===== config.mk =====
export PLATFORM = sky130hd
export DESIGN_NAME = poisson_count_sampler_unit
export DESIGN_NICKNAME = d
export VERILOG_FILES = /design/src/design/pcs_pkg.sv /design/src/design/poisson_count_sampler_unit.sv
export VERILOG_INCLUDE_DIRS = /design/src /design/src/design
export SDC_FILE = /design/constraint.sdc
export NUM_CORES = 2
export LEC_CHECK = 0
export BUFFER_PORTS_ARGS = -buffer_cell sky130_fd_sc_hd__buf_2
export CAP_MARGIN = 20
export CORE_MARGIN = 3
export CORE_UTILIZATION = 52
export DETAILED_ROUTE_END_ITERATION = 6
export PLACE_DENSITY = 0.78
export SETUP_SLACK_MARGIN = 0.2
export SLEW_MARGIN = 15
export SYNTH_ARGS = -nofsm -noshare
export SYNTH_HDL_FRONTEND = slang
export SYNTH_SLANG_ARGS = --single-unit

===== constraint.sdc =====
create_clock -name clk_i -period 29.8 [get_ports clk_i]
set_input_delay 5.96 -clock clk_i [delete_from_list [all_inputs] [get_ports clk_i]]
set_output_delay 5.96 -clock clk_i [all_outputs]
set_load 0.02 [all_outputs]

===== src/design/poisson_count_sampler_unit_defines.svh =====
// assertion macros for the poisson count sampler
// used by design/poisson_count_sampler_unit.sv; expects clk_i and rst_ni in scope
`ifndef POISSON_COUNT_SAMPLER_UNIT_DEFINES_SVH
`define POISSON_COUNT_SAMPLER_UNIT_DEFINES_SVH
`ifndef SYNTHESIS
// checked at every edge once reset is released
`define PCS_ASSERT(lbl, prop, msg) \
  lbl: assert property (@(posedge clk_i) disable iff (!rst_ni) prop) else $error(msg);
// checked at every edge, reset included
`define PCS_ASSERT_ALL(lbl, prop, msg) \
  lbl: assert property (@(posedge clk_i) prop) else $error(msg);
`else
`define PCS_ASSERT(lbl, prop, msg)
`define PCS_ASSERT_ALL(lbl, prop, msg)
`endif
`endif


===== src/design/pcs_pkg.sv =====
// package for the poisson count sampler: sequencer states and fixed-point constants
// no dependencies; imported by poisson_count_sampler_unit
`timescale 1ns / 1ps
`default_nettype none

package pcs_pkg;

  // probabilities are Q0.60
  localparam logic [60:0] ONE_Q60    = 61'h1000_0000_0000_0000;
  // floor(0.999999 * 2^60)
  localparam logic [59:0] THRESH_Q60 = 60'd1152920351685342369;
  // lambda saturation, 32.0 with 32 fraction bits
  localparam logic [37:0] LAMBDA_MAX = 38'h20_0000_0000;

  localparam int unsigned SERIES_TERMS = 20;
  localparam int unsigned SQUARINGS    = 6;

  // last step of a multiply and of a divide on the shared step counter
  localparam logic [4:0] MUL_LAST = 5'd4;
  localparam logic [4:0] DIV_LAST = 5'd16;

  typedef enum logic [3:0] {
    ST_IDLE,
    ST_LAM_MUL,
    ST_LAM_WB,
    ST_SER_MUL,
    ST_SER_DIV,
    ST_SQ_MUL,
    ST_SQ_WB,
    ST_MAIN_CHK,
    ST_MAIN_MUL,
    ST_MAIN_DIV
  } pcs_state_e;

  // product scaling of the shared multiplier
  typedef enum logic [1:0] {
    SH_0,
    SH_32,
    SH_60
  } pcs_shift_e;

endpackage

`default_nettype wire


===== src/design/poisson_count_sampler_unit.sv =====
// poisson event-count sampler, inverse-transform method, one shared 32x32 multiplier
// and one radix-16 divider by the term index; depends on pcs_pkg and the defines header
// the run time grows with m, the index of the last poisson term examined
//   (0 .. MAX_COUNT-1); the e^-lambda series (20 steps of a multiply and a divide)
//   and six squarings set the fixed part
// throughput: one transaction at a time, next input taken in the cycle its result turns valid
// reset: asynchronous active low, returns to idle with no result pending
`timescale 1ns / 1ps
`default_nettype none
`include "poisson_count_sampler_unit_defines.svh"

module poisson_count_sampler_unit #(
  parameter int unsigned MAX_COUNT = 64
) (
  input  wire logic        clk_i,
  input  wire logic        rst_ni,
  input  wire logic        in_valid_i,
  output logic             in_stall_o,
  input  wire logic [31:0] event_rate_i,
  input  wire logic [31:0] time_step_i,
  input  wire logic [31:0] uniform_i,
  output logic             out_valid_o,
  input  wire logic        out_stall_i,
  output logic [6:0]       event_count_o,
  output logic             capped_o
);
  import pcs_pkg::*;

  // term index holds 0..max(MAX_COUNT, SERIES_TERMS); divisor holds 1..max(MAX_COUNT-1, 20)
  localparam int unsigned CW = ($clog2(MAX_COUNT + 1) > 5) ? $clog2(MAX_COUNT + 1) : 5;
  localparam int unsigned KW = ($clog2(MAX_COUNT) > 5) ? $clog2(MAX_COUNT) : 5;
  localparam int unsigned VW = KW + 4;

  pcs_state_e state_q, state_d;
  logic [4:0]    op_q, op_d;
  logic [CW-1:0] k_q;
  logic          out_valid_q;

  logic [31:0]  rate_q, step_q;
  logic [60:0]  u_q;
  logic [37:0]  lambda_q;
  logic [60:0]  term_q, s_q;
  logic [59:0]  sum_q;
  logic [63:0]  pp_q;
  logic [127:0] acc_q;
  logic [63:0]  x_q;
  logic [KW-1:0] rem_q;
  logic [CW-1:0] cnt_q;
  logic          capped_q;

  logic in_acc, mul_st, div_st, mul_end, div_end;
  logic chk_done, can_out, fin;

  // control strobes
  always_comb begin
    in_acc  = in_valid_i && (state_q == ST_IDLE);
    mul_st  = (state_q == ST_LAM_MUL) || (state_q == ST_SER_MUL) ||
              (state_q == ST_SQ_MUL) || (state_q == ST_MAIN_MUL);
    div_st  = (state_q == ST_SER_DIV) || (state_q == ST_MAIN_DIV);
    mul_end = mul_st && (op_q == MUL_LAST);
    div_end = div_st && (op_q == DIV_LAST);
    can_out = !out_valid_q || !out_stall_i;
    fin     = (state_q == ST_MAIN_CHK) && chk_done && can_out;
    if (mul_st || div_st) begin
      op_d = (mul_end || div_end) ? '0 : op_q + 5'd1;
    end else begin
      op_d = '0;
    end
  end

  // next state
  always_comb begin
    state_d = state_q;
    unique case (state_q)
      ST_IDLE:     if (in_valid_i) state_d = ST_LAM_MUL;
      ST_LAM_MUL:  if (mul_end) state_d = ST_LAM_WB;
      ST_LAM_WB:   state_d = ST_SER_MUL;
      ST_SER_MUL:  if (mul_end) state_d = ST_SER_DIV;
      ST_SER_DIV: begin
        if (div_end) begin
          state_d = (k_q == CW'(SERIES_TERMS)) ? ST_SQ_MUL : ST_SER_MUL;
        end
      end
      ST_SQ_MUL:   if (mul_end) state_d = ST_SQ_WB;
      ST_SQ_WB:    state_d = (k_q == CW'(SQUARINGS - 1)) ? ST_MAIN_CHK : ST_SQ_MUL;
      ST_MAIN_CHK: begin
        if (!chk_done) begin
          state_d = ST_MAIN_MUL;
        end else if (can_out) begin
          state_d = ST_IDLE;
        end
      end
      ST_MAIN_MUL: if (mul_end) state_d = ST_MAIN_DIV;
      ST_MAIN_DIV: if (div_end) state_d = ST_MAIN_CHK;
      default:     state_d = ST_IDLE;
    endcase
  end

  // port outputs
  always_comb begin
    in_stall_o    = (state_q != ST_IDLE);
    out_valid_o   = out_valid_q;
    event_count_o = 7'(cnt_q);
    capped_o      = capped_q;
  end

  // shared multiplier operands and product scaling
  logic [63:0]  mul_a, mul_b;
  logic [31:0]  limb_a, limb_b;
  logic [127:0] acc_add;
  pcs_shift_e   sh_sel;
  logic [63:0]  mres;

  always_comb begin
    unique case (state_q)
      ST_LAM_MUL: begin
        mul_a = {32'd0, rate_q};
        mul_b = {32'd0, step_q};
      end
      ST_SER_MUL: begin
        mul_a = {3'd0, term_q};
        mul_b = {4'd0, lambda_q, 22'd0};
      end
      ST_SQ_MUL: begin
        mul_a = {3'd0, s_q};
        mul_b = {3'd0, s_q};
      end
      default: begin
        mul_a = {3'd0, term_q};
        mul_b = {26'd0, lambda_q};
      end
    endcase
    case (op_q)
      5'd0:    begin limb_a = mul_a[31:0];  limb_b = mul_b[31:0];  end
      5'd1:    begin limb_a = mul_a[31:0];  limb_b = mul_b[63:32]; end
      5'd2:    begin limb_a = mul_a[63:32]; limb_b = mul_b[31:0];  end
      default: begin limb_a = mul_a[63:32]; limb_b = mul_b[63:32]; end
    endcase
    // partial product registered last step lands at its weight now
    case (op_q) inside
      5'd1:       acc_add = {64'd0, pp_q};
      5'd2, 5'd3: acc_add = {32'd0, pp_q, 32'd0};
      default:    acc_add = {pp_q, 64'd0};
    endcase
  end

  // scaled and saturated product
  always_comb begin
    unique case (state_q)
      ST_LAM_WB:   sh_sel = SH_0;
      ST_MAIN_DIV: sh_sel = SH_32;
      default:     sh_sel = SH_60;
    endcase
    case (sh_sel)
      SH_0:    mres = acc_q[63:0];
      SH_32:   mres = (acc_q[127:96] != '0) ? '1 : acc_q[95:32];
      default: mres = (acc_q[127:124] != '0) ? '1 : acc_q[123:60];
    endcase
  end

  // radix-16 divider step, remainder stays below the divisor
  logic [KW-1:0] divisor;
  logic [VW-1:0] div_v, rem_full;
  logic [3:0]    digit;
  logic [63:0]   x_d;

  always_comb begin
    divisor = k_q[KW-1:0];
    div_v   = {rem_q, x_q[63:60]};
    digit   = '0;
    for (int j = 1; j < 16; j++) begin
      if (div_v >= VW'(VW'(j) * VW'(divisor))) digit = 4'(j);
    end
    rem_full = div_v - VW'(VW'(digit) * VW'(divisor));
    x_d      = {x_q[59:0], digit};
  end

  // cumulative sum check
  logic [37:0]   lam_d;
  logic [60:0]   sum_n;
  logic          sum_gt, sum_thr, at_cap;
  logic [CW-1:0] res_cnt;
  logic          res_cap;

  always_comb begin
    lam_d   = (acc_q[63:0] > {26'd0, LAMBDA_MAX}) ? LAMBDA_MAX : acc_q[37:0];
    sum_n   = {1'b0, sum_q} + term_q;
    sum_gt  = sum_n > u_q;
    sum_thr = sum_n >= {1'b0, THRESH_Q60};
    at_cap  = (k_q == CW'(MAX_COUNT - 1));
    chk_done = sum_gt || sum_thr || at_cap;
    res_cap = 1'b0;
    if (sum_gt) begin
      res_cnt = k_q;
    end else if (sum_thr) begin
      res_cnt = k_q + 1'b1;
    end else begin
      res_cnt = CW'(MAX_COUNT);
      res_cap = 1'b1;
    end
  end

  // control registers
  always_ff @(posedge clk_i or negedge rst_ni) begin
    if (!rst_ni) begin
      state_q     <= ST_IDLE;
      op_q        <= '0;
      k_q         <= '0;
      out_valid_q <= 1'b0;
    end else begin
      state_q <= state_d;
      op_q    <= op_d;
      if (fin) begin
        out_valid_q <= 1'b1;
      end else if (!out_stall_i) begin
        out_valid_q <= 1'b0;
      end
      unique case (state_q)
        ST_LAM_WB: k_q <= CW'(1);
        ST_SER_DIV: begin
          if (div_end) k_q <= (k_q == CW'(SERIES_TERMS)) ? '0 : k_q + 1'b1;
        end
        ST_SQ_WB: k_q <= (k_q == CW'(SQUARINGS - 1)) ? '0 : k_q + 1'b1;
        ST_MAIN_CHK: if (!chk_done) k_q <= k_q + 1'b1;
        default: k_q <= k_q;
      endcase
    end
  end

  // datapath registers
  always_ff @(posedge clk_i) begin
    if (in_acc) begin
      rate_q <= event_rate_i;
      step_q <= time_step_i;
      u_q    <= (uniform_i == '1) ? ONE_Q60 : {1'b0, uniform_i, 28'd0};
    end
    if (mul_st) begin
      pp_q  <= limb_a * limb_b;
      acc_q <= (op_q == '0) ? '0 : acc_q + acc_add;
    end
    if (div_st) begin
      if (op_q == '0) begin
        x_q   <= mres;
        rem_q <= '0;
      end else begin
        x_q   <= x_d;
        rem_q <= rem_full[KW-1:0];
      end
    end
    if (div_end) term_q <= x_d[60:0];
    // alternating series for e^-(lambda/64)
    if (div_end && (state_q == ST_SER_DIV)) begin
      if (k_q[0]) begin
        s_q <= (s_q >= x_d[60:0]) ? s_q - x_d[60:0] : '0;
      end else begin
        s_q <= s_q + x_d[60:0];
      end
    end
    if (state_q == ST_LAM_WB) begin
      lambda_q <= lam_d;
      term_q   <= ONE_Q60;
      s_q      <= ONE_Q60;
      sum_q    <= '0;
    end
    if (state_q == ST_SQ_WB) begin
      s_q <= mres[60:0];
      if (k_q == CW'(SQUARINGS - 1)) term_q <= mres[60:0];
    end
    if ((state_q == ST_MAIN_CHK) && !chk_done) sum_q <= sum_n[59:0];
    if (fin) begin
      cnt_q    <= res_cnt;
      capped_q <= res_cap;
    end
  end

  `PCS_ASSERT(a_cap_full, out_valid_o && capped_o |-> event_count_o == 7'(MAX_COUNT), "capped result without full count")
  `PCS_ASSERT(a_accept_start, in_valid_i && !in_stall_o |=> state_q == ST_LAM_MUL && op_q == '0, "transaction did not start lambda multiply")
  `PCS_ASSERT_ALL(a_div_rem, div_st && op_q != '0 |-> rem_q < divisor && divisor != '0, "divider remainder out of range")
  `PCS_ASSERT(a_k_range, state_q == ST_MAIN_CHK |-> k_q < CW'(MAX_COUNT), "term index beyond count limit")

endmodule

`default_nettype wire


After elaboration in Yosys (flattened, before gate mapping) --
Index checks and enable logic that the tools add are counted.
Storage, ports and cells: output and inout port bits 10, memories kept 0, bits in writable memories 0, input bits 100, bits in registers 632, bits in read-only memories 0, bits in latches 0, word-level logic and storage cells 181
Cells by class: divide/modulo/power cells 0, bitwise operators 0, equality and inequality tests 29, multiplexer cells 62, add/sub/neg operators 7, reductions and logical operators 33, magnitude comparators 19, multipliers 13, shifts and indexed selects 0
Operators by type and width (count):
- 61-bit two-way mux | 10
- 128-bit two-way mux | 2
- 64-bit two-way mux | 3
- 61-bit one-hot mux with 3 select lines | 1
- 128-bit adder | 1
- 64-bit one-hot mux with 2 select lines | 1
- 61-bit one-hot mux with 2 select lines | 1
- 60-bit two-way mux | 2
- 4-bit two-way mux | 23
- 10-bit >= comparator | 7
- 64-bit by 38-bit greater-than comparator with 1-bit output (second input constant) | 1
- 32-bit by 32-bit multiplier with 64-bit output | 1
- 32-bit two-way mux | 2
- 60-bit by 61-bit adder with 61-bit output | 1
- 61-bit adder | 1
- 61-bit by 60-bit >= comparator with 1-bit output (second input constant) | 1
- 61-bit >= comparator | 1
- 61-bit greater-than comparator | 1
- 61-bit subtractor | 1
- 7-bit two-way mux | 6
- 10-bit by 9-bit >= comparator with 1-bit output | 4
- 4-bit by 6-bit multiplier with 10-bit output (first input constant) | 4
- 4-bit one-hot mux with 10 select lines | 1
- 3-bit by 6-bit multiplier with 9-bit output (first input constant) | 4
- other kinds (43) | 83

Logic depth before layout (Yosys ltp) --
depth in word-level cells 22, depth in mapped cells 46, depth with buffers taken out 42

Least setup slack after synthesis --
No wires, ideal clock.
path kind flip-flop to flip-flop, start point reg state_q[0], end point reg op_q[0], stages on the path, launching flop included 6, setup time 138 ps, required time 29662 ps, path slack 12380 ps, arrival time 17282 ps, buffers on the path 1, clock period less this slack 17420 ps, cells stage by stage dfrtp_1 > clkbuf_1 > a21oi_1 > o21ai_0 > o21ai_0 > nor2_1
On the way: longest elaborated chain between the ends 8, elaborated cells on any way between the ends 16, classes of those cells eq/ne (6); mux (2); reduce/logical (8)
Ends and longest elaborated chain:
- start: declaration | line poisson_count_sampler_unit.sv:34 | pcs_state_e state_q, state_d;
- start signal: assignment | line poisson_count_sampler_unit.sv:211 | state_q <= state_d;
- 4-bit by 1-bit equality test with 1-bit output / 4-bit by 2-bit equality test with 1-bit output (equally long branches) | line poisson_count_sampler_unit.sv:57 | mul_st = (state_q == ST_LAM_MUL) || (state_q == ST_SER_MUL) ||
- 1-bit logical OR (2 in a row) | line poisson_count_sampler_unit.sv:57
- 1-bit logical OR (*) | line poisson_count_sampler_unit.sv:58 | (state_q == ST_SQ_MUL) || (state_q == ST_MAIN_MUL);
- net mul_st | line poisson_count_sampler_unit.sv:51 | logic in_acc, mul_st, div_st, mul_end, div_end;
- 1-bit logical AND | line poisson_count_sampler_unit.sv:60 | mul_end = mul_st && (op_q == MUL_LAST);
- 1-bit logical OR | line poisson_count_sampler_unit.sv:65 | op_d = (mul_end || div_end) ? '0 : op_q + 5'd1;
- 5-bit two-way mux | line poisson_count_sampler_unit.sv:65
- 5-bit two-way mux (*) | line poisson_count_sampler_unit.sv:64 | if (mul_st || div_st) begin
- net op_d[0] | line poisson_count_sampler_unit.sv:35 | logic [4:0] op_q, op_d;
- end signal: assignment | line poisson_count_sampler_unit.sv:212 | op_q <= op_d;
- end: declaration | line poisson_count_sampler_unit.sv:35
Mark *: on every way through the listed nets, which the timed path passes. The rest lies on a longest branch. A chain may end at the register's enable or synchronous reset.

Worst setup path after layout --
start point reg op_q[3], end point reg pp_q[60], data pin
On the way: longest elaborated chain between the ends 4, elaborated cells on any way between the ends 8, classes of those cells mul (1); eq/ne (2); mux (2); reduce/logical (3)
Ends and longest elaborated chain:
- 5-bit by 1-bit equality test with 1-bit output, or another cell as far along | line poisson_count_sampler_unit.sv:133 | case (op_q)
- 2-bit OR reduction (no line)
- 32-bit two-way mux | line poisson_count_sampler_unit.sv:133
- 32-bit by 32-bit multiplier with 64-bit output (*) | line poisson_count_sampler_unit.sv:238 | pp_q <= limb_a * limb_b;
- end signal: assignment | line poisson_count_sampler_unit.sv:238
- end: declaration | line poisson_count_sampler_unit.sv:44 | logic [63:0] pp_q;
Every way passes the cells marked *; elsewhere a longest branch is shown, timed or not.

==> metrics <==
outcome finished, violations left; failing checks DRC; critical path class register to register; CTS clock-pin slew for the worst setup and hold paths approximately 0.070 ns; Hold-fix buffers, CTS 0; via/cell ratio roughly 6.4; Final Wtd Congestion between 1 and 1.5; HP Class register to register; clock root buffer master clkbuf_16; clk sink count a little over 600; P&R area growth vs syn 6.15%; final setup fails 0; IO buf count approximately 110; via count between 70,000 and 80,000; Buf/Inv on CP 9; Mean Syn Cell Area around 8.6 um2; worst slew pin tran approximately 1.2 ns; critical path peak fanout 80; Routed Wire Length between 300,000 and 400,000 um; post-CTS resize count 0; FP Rows between 100 and 150; WL/cell ~28 um; H-tree levels 3; final hold vios 0; largest net degree at the start of global routing 168; Worst Setup Start Kind register; Setup Skew between 0.03 and 0.04 ns; commonest non-fill, non-tap cell in the layout inv_1; Top FF cell, synth edfxtp_1; period utilization 0.449; Syn Std Cell Area between 80,000 and 90,000 um2; Bufs on Longest Clock Path 3; fmax 74.8 MHz; RSZ-0062 raised after global routing false; commonest cells after routing, fill and taps aside inv_1, nand2_1, fa_1, nor2_1, ha_1; syn_nets about 11,000; YS warnings 0; Critical Path End Type register; Seq cells post-synth a little over 600; First-pass DRT Iterations 7; die area approximately 160,000 um2; unique cell type count in the Yosys netlist ~110; gr ovfl total 0; sequential area share after synthesis 0.211; TritonCTS Buffers between 70 and 80; antenna violations before repair 20; async set-reset flop share out of synthesis 0.0281; GRT Total Usage 0.383; Detail Route Antenna Nets 0; Mapped Cells 9,579; Worst path slowest cell and2_4; CTS tree yes; Die H 405 um; first-pass GRT wire length roughly 470,000 um; Core Footprint 157,000 um2; initial core utilization 0.527; setup tns final 0 ns; CP required between 30 and 40 ns; Slew Viols, Final 0; layout cells sized above 1 0.0534; clk_lat worst skew roughly 0.70 ns; nets roughly 11,000; Critical Path AT between 10 and 15 ns; IO Pins between 100 and 150; Slew headroom 0.191; post-CTS setup buffer count 0; number of global-route vias before repair around 74,000; crit-path max cell delay 0.88 ns; # DRC between 40 and 50; DP Wirelength between 200,000 and 250,000 um; number of flops mapped to enable cells by yosys 526; Die Span X 405 um; max cap viols 0; cell family with most CP delay adder cells; fin crit period 13.37 ns; drt initial violations approximately 10,000
-- registers in the layout, summed over array words and instances, names as in the netlist, 5 cells and up --
name and cells:
rem_q 6, op_q 5, x_q 64, pp_q 64, step_q 32, event_count_o 7, sum_q 60, rate_q 32
u_q 33, s_q 61, k_q 7, acc_q 128, term_q 61, lambda_q 38
-- path summary, 6_finish.rpt --
kind / start / end / slack, ns / cells after the start
setup / recovery: op_q[3] / pp_q[60] / 16.43 / 40
hold / removal: op_q[0] / op_q[0] / 0.54 / 1
setup reg to reg: op_q[3] / pp_q[60] / 16.43 / 40
hold reg to reg: op_q[0] / op_q[0] / 0.54 / 1
max in group asynchronous: rst_ni / k_q[0] / 24.05 / 1
min in group asynchronous: rst_ni / out_valid_o / 5.28 / 1
-- Yosys cell counts, types with 76 or more instances --
| library cell | number | area (um2) |
|---|---|---|
| a21o_1 | 215 | 1610 |
| a21oi_1 | 564 | 2820 |
| and2_1 | 185 | 1160 |
| and3_1 | 129 | 807 |
| clkbuf_1 | 442 | 1660 |
| edfxtp_1 | 526 | 15800 |
| fa_1 | 931 | 18600 |
| ha_1 | 769 | 9620 |
| inv_1 | 1353 | 5080 |
| mux2i_1 | 96 | 961 |
| nand2_1 | 1237 | 4640 |
| nand3_1 | 92 | 460 |
| nand4_1 | 101 | 632 |
| nor2_1 | 818 | 3070 |
| nor2b_1 | 84 | 526 |
| nor3_1 | 98 | 490 |
| o21ai_0 | 464 | 2320 |
| o21bai_1 | 76 | 571 |
| o22ai_1 | 124 | 776 |
| xnor2_1 | 212 | 1860 |
| xor2_1 | 123 | 1080 |
-- logic make-up (layout without fill, tap and decap cells) --
kind of cell / count (synthesis) / in the layout / synth area share
other cells: 0 / 22 / 0
flops: 604 / 604 / 0.211
buf+inv: 1857 / 1717 / 0.0847
simple gates: 2940 / 2940 / 0.158
mux: 104 / 104 / 0.0127
xor+xnor: 335 / 335 / 0.0354
compound gates: 2037 / 2037 / 0.157
fa+ha+maj: 1702 / 1702 / 0.341
-- metal layers --
| metal | global-route usage | routed length, um | up-vias |
|---|---|---|---|
| li1 | - | - | 31700 |
| met5 | 0 | 53 | - |
| met4 | 0.249 | 25800 | 8 |
| met3 | 0.135 | 45100 | 1222 |
| met1 | 0.488 | 116000 | 36200 |
| met2 | 0.552 | 131000 | 5116 |
-- final cells by class --
type | count | area [um2]
fill | 14100 | 69300
multi-input combinational | 7118 | 58900
sequential | 604 | 17400
inverter | 1355 | 5090
tap | 2058 | 2570
clock buffer | 87 | 1990
timing repair buffer | 232 | 1490
clock inverter | 43 | 442
antenna | 22 | 55.1
-- per-stage QoR --
step	instance area [um2]	util	setup WS (ns)	cells	hold slack (ns)
after floorplan	82900	-	12.38	9579	0.480
after global placement	85400	0.543	17.07	11400	0.497
after detailed placement	85400	0.543	16.74	11400	0.516
after CTS	87900	0.559	16.70	11500	0.525
after global routing	87900	0.559	15.77	11500	0.550
final	87900	0.559	16.43	11500	0.545
Power is not shown: default switching activity piles up to over one toggle a cycle in this logic, so the estimate is an artifact.
